==> src/design/assert_macros.svh <==
// Assertion macros shared by the sponge hash RTL.
`ifndef ASSERT_MACROS_SVH
`define ASSERT_MACROS_SVH
`ifndef SYNTHESIS
// Property checked on every clock edge outside reset.
`define ASSERT_SYNC(lbl, prop, msg) \
  lbl: assert property (@(posedge clk) disable iff (!rst_n) (prop)) else $error(msg);
// Property checked on every clock edge, reset included.
`define ASSERT_ALWAYS(lbl, prop, msg) \
  lbl: assert property (@(posedge clk) (prop)) else $error(msg);
`else
`define ASSERT_SYNC(lbl, prop, msg)
`define ASSERT_ALWAYS(lbl, prop, msg)
`endif
`endif

==> src/design/sks_pkg.sv <==
// Shared types and constants for the Keccak sponge hash.
package sks_pkg;

  localparam int LANES   = 25;
  localparam int LANE_W  = 64;
  localparam int STATE_W = LANES * LANE_W;
  localparam int ROUNDS  = 24;
  localparam int RND_W   = 5;

  localparam logic [7:0] RATE_MIN     = 8'd8;
  localparam logic [7:0] RATE_MAX     = 8'd168;
  localparam logic [7:0] RATE_RST     = 8'd136;
  localparam logic [6:0] OUTB_RST     = 7'd32;
  localparam logic [7:0] SUFFIX_RST   = 8'h06;
  localparam logic [7:0] PAD_BYTE     = 8'h80;
  localparam logic [7:0] LFSR_TAPS    = 8'h71;
  localparam logic [7:0] LFSR_SEED    = 8'h01;
  localparam int         MAX_DIGEST_BYTES_DEF = 64;

  typedef enum logic [1:0] {
    CMD_ABSORB  = 2'd0,
    CMD_ABS_FIN = 2'd1,
    CMD_FINAL   = 2'd2,
    CMD_NONE    = 2'd3
  } sks_cmd_t;

  typedef enum logic [1:0] {
    CFG_RATE   = 2'd0,
    CFG_OUTB   = 2'd1,
    CFG_SUFFIX = 2'd2
  } sks_cfg_idx_t;

  typedef enum logic [2:0] {
    ST_IDLE,
    ST_ABSORB,
    ST_PAD,
    ST_PAD_END,
    ST_PERM,
    ST_SQUEEZE
  } sks_fsm_t;

  // Sequencer control toward the round-constant generator.
  typedef struct packed {
    logic seed;
    logic step;
  } sks_rc_ctrl_t;

endpackage

==> src/design/sks_rc_lfsr.sv <==
// Round-constant generator: degree-8 LFSR, seven steps per round.
module sks_rc_lfsr (
  input  logic                clk,
  input  logic                rst_n,
  input  sks_pkg::sks_rc_ctrl_t ctrl,
  output logic [63:0]         rc
);
  import sks_pkg::*;

  logic [7:0] lfsr_r, lfsr_nxt, walk;

  always_comb begin
    walk = lfsr_r;
    rc   = '0;
    for (int j = 0; j < 7; j++) begin
      rc[(1 << j) - 1] = walk[0];
      walk = walk[7] ? ({walk[6:0], 1'b0} ^ LFSR_TAPS) : {walk[6:0], 1'b0};
    end
  end

  always_comb begin
    lfsr_nxt = lfsr_r;
    if (ctrl.seed) begin
      lfsr_nxt = LFSR_SEED;
    end else if (ctrl.step) begin
      lfsr_nxt = walk;
    end
  end

  always_ff @(posedge clk) begin
    if (!rst_n) begin
      lfsr_r <= LFSR_SEED;
    end else begin
      lfsr_r <= lfsr_nxt;
    end
  end

endmodule

==> config.mk <==
export PLATFORM = sky130hd
export DESIGN_NAME = sks_rc_lfsr
export DESIGN_NICKNAME = d
export VERILOG_FILES = /design/src/design/assert_macros.svh /design/src/design/sks_pkg.sv /design/src/design/sks_rc_lfsr.sv
export SDC_FILE = /design/constraint.sdc
export NUM_CORES = 1
export LEC_CHECK = 0
export BUFFER_PORTS_ARGS = -buffer_cell sky130_fd_sc_hd__buf_4
export CAP_MARGIN = 25
export CORE_MARGIN = 1
export CORE_UTILIZATION = 41
export CTS_CLUSTER_DIAMETER = 200
export DETAILED_ROUTE_END_ITERATION = 16
export HOLD_SLACK_MARGIN = 0.1
export PLACE_DENSITY = 0.91
export REMOVE_ABC_BUFFERS = 1
export SLEW_MARGIN = 0
export SYNTH_ARGS = -nofsm -noshare
export SYNTH_HDL_FRONTEND = slang
export SYNTH_SLANG_ARGS = --single-unit
export TNS_END_PERCENT = 1
==> constraint.sdc <==
create_clock -name clk -period 2 [get_ports clk]
set_clock_uncertainty 0.2 [all_clocks]
set_input_delay 0.2 -clock clk [delete_from_list [all_inputs] [get_ports clk]]
set_output_delay 0.2 -clock clk [all_outputs]
set_load 0.005 [all_outputs]
After elaboration in Yosys (flattened, before gate mapping)

Cells that the tools add are included.

Bitwise operators: 8
Reduce and logical (&&, ||, !) cells: 1
Muxes and demuxes: 7

Operators by type and width:

| operator        | count |
|---|---|
| $mux 7          | 7 |
| $not 4->4       | 7 |
| $reduce_or 2->1 | 1 |
| $not 1->1       | 1 |

Output and inout bits: 64
Logic and storage cells: 17
Register bits after elaboration: 8
Bits of input ports: 4

Depth between registers and ports, before layout

Gate-level depths: netlist of run 1.

Depth in word-level cells: 14
Gate-level depth with buffers: 5
Gate-level depth less buffers: 4

Worst setup path before layout of run 1

Ideal clock, no wire load.

Kind: reg2reg
Start: register lfsr_r[7]
End: register lfsr_r[6]
Path slack: 513 ps
Stages on the path, launching flop included: 5
Data arrival time: 1,166 ps
Setup time: 121 ps
Period minus slack after synthesis: 1,487 ps
Path buffers: 0
Required time: 1,679 ps
Cells stage by stage: dfxtp_1 xor3_4 nand2_1 xor2_1 nor2_1

Word-level cells in the longest chain between the ends: 10
Elaborated cells on any way between the ends: 13
Classes of those cells: mux: 7; bitwise: 6

Ends and longest elaborated chain:

| item                                          | line              | RTL |
|---|---|---|
| from (decl)                                   | sks_rc_lfsr.sv:10 | `logic [7:0] lfsr_r, lfsr_nxt, walk;` |
| from (signal assigned)                        | sks_rc_lfsr.sv:34 | `lfsr_r <= lfsr_nxt;` |
| $mux 7 *                                      | sks_rc_lfsr.sv:17 | `walk = walk[7] ? ({walk[6:0], 1'b0} ^ LFSR_TAPS) : {walk[6:0], 1'b0};` |
| $mux 7 or $not 4->4 (tied branches)           | -                 |  |
| $mux 7                                        | sks_rc_lfsr.sv:17 |  |
| $mux 7 or $not 4->4 (tied branches)           | -                 |  |
| $not 4->4 (no line) or $mux 7 (tied branches) | -                 |  |
| $mux 7                                        | sks_rc_lfsr.sv:17 |  |
| $not 4->4 (no line)                           | -                 |  |
| $mux 7                                        | sks_rc_lfsr.sv:17 |  |
| $not 4->4 (no line)                           | -                 |  |
| $mux 7 *                                      | sks_rc_lfsr.sv:17 |  |

Every way passes the cells marked *; elsewhere a longest branch is shown, timed or not.
A chain may end at the register's enable or synchronous reset.

Worst setup path after layout of run 1

Start: input ctrl[1] in the netlist's numbering
End: register lfsr_r[0]

Word-level cells in the longest chain between the ends: 1

Ends and longest elaborated chain:

| item                      | line             | RTL |
|---|---|---|
| from (decl)               | sks_rc_lfsr.sv:5 | `input sks_pkg::sks_rc_ctrl_t ctrl,` |
| $reduce_or 2->1 (no line) | -                |  |

No other way between the ends.

==> metrics, run 1 <==
global-route wire length before repair=about 1700 µm; Cells after Synth=roughly 110; fin crit period=around 1.7 ns; switching share of total power=between 20 and 30%; RePlAce Congestion=between 0.7 and 0.8; FF-to-FF End=lfsr_r[6]; synthesized area=a little under 1000 µm²; Post-DP HPWL=869 µm; antenna cells=0; Tcrit/Tclk final=a little under nine tenths; cts-stage hold buffer count=3; I/O Pins=68; worst hold margin=0.172 ns; clk root buf=clkbuf_4; critical path depth in cells=5; most flop-heavy register=lfsr_r; WP data arrival=~1.7 ns; Setup CP Type=in -> reg; Synthesis Warnings=0; Final Hold Vio Count=0; vertical die dimension=approximately 50 µm; port bufs=10; post-synth top area cell=buf_4; Clock Power Share=~32%; Int Power=roughly 270 µW; crit path max-delay cell type=dlygate4sd3_1; Clk Latency, worst-skew pair=0.25 ns; Finish-stage setup viols=0; CP Cell Sequence=dlygate4sd3_1 -> buf_4 -> nor2b_1 -> dlygate4sd3_1 -> nand2_1; Commonest cells post-synth=63 x buf_4, 10 x xnor2_1, 8 x dfxtp_1; GR Overflow Total=0; Setup TNS=0 ns; initial DRC count=3; Hold Crit Class=in -> reg; PD cells=between 400 and 500 nW/µm²; core area=approximately 2200 µm²; Final ANT Viol Nets=0; Worst setup SP type=primary input; CP Data Required Time=around 1.9 ns; Largest regs=lfsr_r (8); number of setup buffers added after CTS=0; delay-heaviest family, CP=buffers and inverters; main area contributors after synthesis=buf_4 49%, dfxtp_1 17%, xnor2_1 9.1%; post-CTS sizing=0; Max Cap Viol=0; Initial Util=~43%; # rows=17; via count=512; Worst IR Drop VDD=264 µV; routed len/inst=between 7 and 8 µm; Synth Area per Inst=between 8 and 9 µm²; drt via density=roughly 3.5; Post-synth top flop=dfxtp_1; layout cells sized above 1=roughly 13%; CTS H-Tree Depth=1; Seq cells post-synth=8; fmax=around 0.58 GHz; EDFF count, synth=0; DR pass1 iterations=4; largest net degree at the start of global routing=11; vias in the first global route=between 300 and 400; layout net count=125; Inst Count DP=141; Non-Filler Instances=~150; Num CTS Buffers=3; Crit. End Element=flip-flop; CP max FO=3; RSZ-0062 raised after global routing=no; P&R area growth vs syn=-13.1%; launch point of the worst reg-to-reg path=lfsr_r[7]; CTS tree=built; clk sinks=8; final WL=about 1100 µm; R2R setup slack=0.44 ns; R2R depth=4; Core Util, Final=37.8%; Seq pwr share=44.3%; CP most frequent cell=dlygate4sd3_1; GRT Overall Usage=under 10%; register area share after synthesis=between 10% and 20%; FILL cells=~240; Slew Viols, Final=0; Buf/Inv on CP=3; dominant cell by count in the synthesized netlist=buf_4; initial antenna violation count=0; Synth cell types=17; hold path cells=3; Clock transition at path regs=around 0.05 ns; CP max stage delay=about 0.58 ns; Post-route DRC=0; die area=~2500 µm²; Die W=between 50 and 60 µm; status=completed; Worst Hold Endpoint=lfsr_r[6]; Largest register FFs=8; total net switching power=between 100 and 150 µW; share of Yosys cell area claimed by the top area cell type=roughly half; Comb pwr share=roughly a quarter; hold wc startpoint=rst_n; FFs w/ async S/R, synth=0%; clock buffer depth=2; P_leak=~0.45 nW
==> metrics by stage <==
step                worst slack, ns  total power, mW  cell area, µm²
finish                        0.273            0.385             836
global route                  0.211            0.412             836
CTS                           0.264            0.386             836
detailed placement            0.433            0.258             783
global placement              0.493            0.256             783
floorplan                     0.490            0.232             673
==> placed cells by master, fill, tap and decap left out <==
cell type,synthesis,layout
nor2_1,7,7
clkbuf_4,0,3
dfxtp_1,8,8
mux2i_1,4,4
a21oi_1,2,2
a31o_2,2,2
conb_1,1,57
nand2_1,5,5
nor2b_1,1,1
dlygate4sd3_1,0,3
xor3_1,1,1
buf_4,63,10
xnor2_1,10,10
xor2_1,4,4
nand2b_1,1,1
xor3_4,1,1
==> how the worst max path moves through the flow <==
stage               slack, ns   endpoint       from
global placement         0.49  lfsr_r[6]  lfsr_r[7]
CTS                      0.26  lfsr_r[0]    ctrl[1]
floorplan                0.49  lfsr_r[6]  lfsr_r[7]
global route             0.21  lfsr_r[0]    ctrl[1]
finish                   0.27  lfsr_r[0]    ctrl[1]
detailed placement       0.43  lfsr_r[6]  lfsr_r[7]
==> metal layers <==
| layer | track usage, % | share of wire [%] | vias up |
|---|---|---|---|
| li1 | - | - | 240 |
| met2 | 15.6 | 52 | 38 |
| met3 | 1.82 | 8.1 | 2 |
| met5 | 0 | 0 | - |
| met4 | 4.17 | 1.4 | 0 |
| met1 | 9.54 | 39 | 232 |
==> layout make-up <==
cell class	count	area (µm²)	share of cell area [%]
clock buffer	3	22.5	2.69
sequential	8	160	19.2
tap	28	35.0	4.19
timing repair buffer	13	105	12.6
multi-input combinational	95	513	61.4
==> worst register-to-register path, delay by kind of cell, from the launching register on <==
kind | cells | cell delay (ns)
and+or+nand+nor | 2 | 0.15
DFF | 1 | 0.44
xor gates and xnor gates | 2 | 0.66
==> kinds of logic after synthesis <==
logic type,count (synthesis),synth area share [%]
AOI/OAI and AO/OA,4,2.86
xor gates and xnor gates,16,18.1
and+or+nand+nor,14,5.98
buffers and inverters,67,51.9
muxes,4,4.16
other,1,0.390
DFF,8,16.6
==> power groups by stage <==
stage,combinational [mW],clock (mW),sequential (mW)
6_report,0.0897,0.125,0.171
5_1_grt,0.102,0.138,0.171
4_1_cts,0.0888,0.127,0.171
3_5_place_dp,0.0838,0,0.174
3_3_place_gp,0.0829,0,0.173
2_1_floorplan,0.0593,0,0.173
No activity file was read; power rests on OpenSTA's default activity.
==> run 2, diff against run 1 <==
Settings changed: RECOVER_POWER set to 100.
==> run 2 against run 1 <==
Effect of this change:
- critical path depth unchanged
- combinational power down 1%
- maximum frequency down 0.66%
==> metrics, run 2 (synthesized netlist as in run 1, its figures left out) <==
CP Launch Point=ctrl[1]; RePlAce Congestion=0.748 (unchanged); port bufs=10 (unchanged); Clock transition at path regs=0.05 ns (about the same); post-CTS sizing=0 (unchanged); most common cell after layout, fill and taps aside=conb_1; Finish-stage setup viols=0 (unchanged); CTS tree=built; GRT Overall Usage=8.65% (unchanged); Hold Crit Class=in -> reg; PD cells=461 nW/µm² (about the same); Buf/Inv on CP=3 (unchanged); Crit. End Element=flip-flop; worst hold margin=0.172 ns (+0.000388 ns); P_leak=0.444 nW (-1.3%); final WL=1110 µm (+0.18%); initial antenna violation count=0 (unchanged); Die W=50.4 µm (unchanged); clk root buf=clkbuf_4; CP Data Required Time=1.94 ns (about the same); Post-DP HPWL=869 µm (unchanged); Core Util, Final=37.6% (-0.17 points); core area=2210 µm² (unchanged); delay-heaviest family, CP=buffers and inverters; # rows=17 (unchanged); Setup CP Type=in -> reg; RSZ-0062 raised after global routing=no; initial DRC count=2 (-1); CP max stage delay=0.58 ns (about the same); status=completed; Largest register FFs=8 (unchanged); CP Cell Sequence=dlygate4sd3_1 -> clkbuf_4 -> nor2b_1 -> dlygate4sd3_1 -> nand2_1; Worst setup SP type=primary input; Clk Latency, worst-skew pair=0.25 ns (about the same); Largest regs=lfsr_r (8); die area=2540 µm² (unchanged); Max Cap Viol=0 (unchanged); layout net count=125 (unchanged); FF-to-FF End=lfsr_r[6]; layout cells sized above 1=12.6% (-0.84 points); antenna cells=0 (unchanged); P&R area growth vs syn=-13.5%; via count=505 (-1.4%); vertical die dimension=50.4 µm (unchanged); Worst Setup EP=lfsr_r[0]; Num CTS Buffers=3 (unchanged); Worst IR Drop VDD=264 µV (about the same); vias in the first global route=376 (unchanged); R2R depth=4 (unchanged); number of setup buffers added after CTS=0 (unchanged); R2R setup slack=0.44 ns (about the same); drt via density=3.44 (-1.4%); CTS H-Tree Depth=1 (unchanged); fmax=0.575 GHz (-0.66%); DR pass1 iterations=4 (unchanged); critical path depth in cells=5 (unchanged); Slew Viols, Final=0 (unchanged); Final ANT Viol Nets=0 (unchanged); clk sinks=8 (unchanged); Tcrit/Tclk final=86.9% (+0.57 points); I/O Pins=68 (unchanged); largest net degree at the start of global routing=11 (unchanged); most frequent cells in the layout=57 x conb_1, 10 x xnor2_1, 9 x clkbuf_4, 8 x dfxtp_1, 7 x nor2_1; Final Hold Vio Count=0 (unchanged); cts-stage hold buffer count=3 (unchanged); Post-route DRC=0 (unchanged); CP most frequent cell=dlygate4sd3_1; fin crit period=1.74 ns (+0.0114 ns); routed len/inst=7.54 µm (+0.18%); crit path max-delay cell type=dlygate4sd3_1; launch point of the worst reg-to-reg path=lfsr_r[7]; clock buffer depth=2 (unchanged); Setup TNS=0 ns (unchanged); CP max FO=3 (unchanged); GR Overflow Total=0 (unchanged); global-route wire length before repair=1660 µm (unchanged); WP data arrival=1.68 ns (about the same); Initial Util=43.5% (unchanged); most flop-heavy register=lfsr_r
## run 2: power breakdown
part           switching [mW]  total [mW]  internal [mW]
combinational          0.0501      0.0885         0.0384
clock                  0.0559       0.125         0.0687
sequential            0.00664       0.170          0.164
total                   0.113       0.384          0.271
## run 2: per-stage QoR
stage	total power, mW	setup WS, ns	std cells	area (µm²)
final	0.384	0.262	147	832
after global routing	0.410	0.212	147	832
after CTS	0.386	0.264	147	836
after detailed placement	0.258	0.433	141	783
after global placement	0.256	0.493	141	783
after floorplan	0.232	0.490	103	673
## run 2: how the worst min path moves through the flow
stage | startpoint | end | cells after the start
floorplan | ctrl[1] | lfsr_r[0] | 2
global placement | ctrl[1] | lfsr_r[0] | 3
detailed placement | ctrl[1] | lfsr_r[0] | 3
CTS | rst_n | lfsr_r[2] | 3
global route | rst_n | lfsr_r[2] | 3
finish | rst_n | lfsr_r[6] | 3
## run 2: worst register-to-register path: cells and delay by family (launching register included)
family                    cells  cell delay (ns)
xor gates and xnor gates      2             0.66
and+or+nand+nor               2             0.15
DFF                           1             0.44
## run 2: layout make-up
| class | instances | area [µm²] |
|---|---|---|
| Fill cell | 236 | 1380 |
| Multi-Input combinational cell | 95 | 513 |
| Sequential cell | 8 | 160 |
| Timing Repair Buffer | 13 | 101 |
| Tap cell | 28 | 35.0 |
| Clock buffer | 3 | 22.5 |
## run 2: routing by layer
| metal | global-route usage (%) | part of all wire [%] | vias to the layer above |
|---|---|---|---|
| met2 | 15.6 | 51 | 36 |
| met5 | 0 | 0 | - |
| met3 | 1.82 | 7.3 | 2 |
| li1 | - | - | 240 |
| met4 | 4.17 | 1.4 | 0 |
| met1 | 9.54 | 40 | 227 |
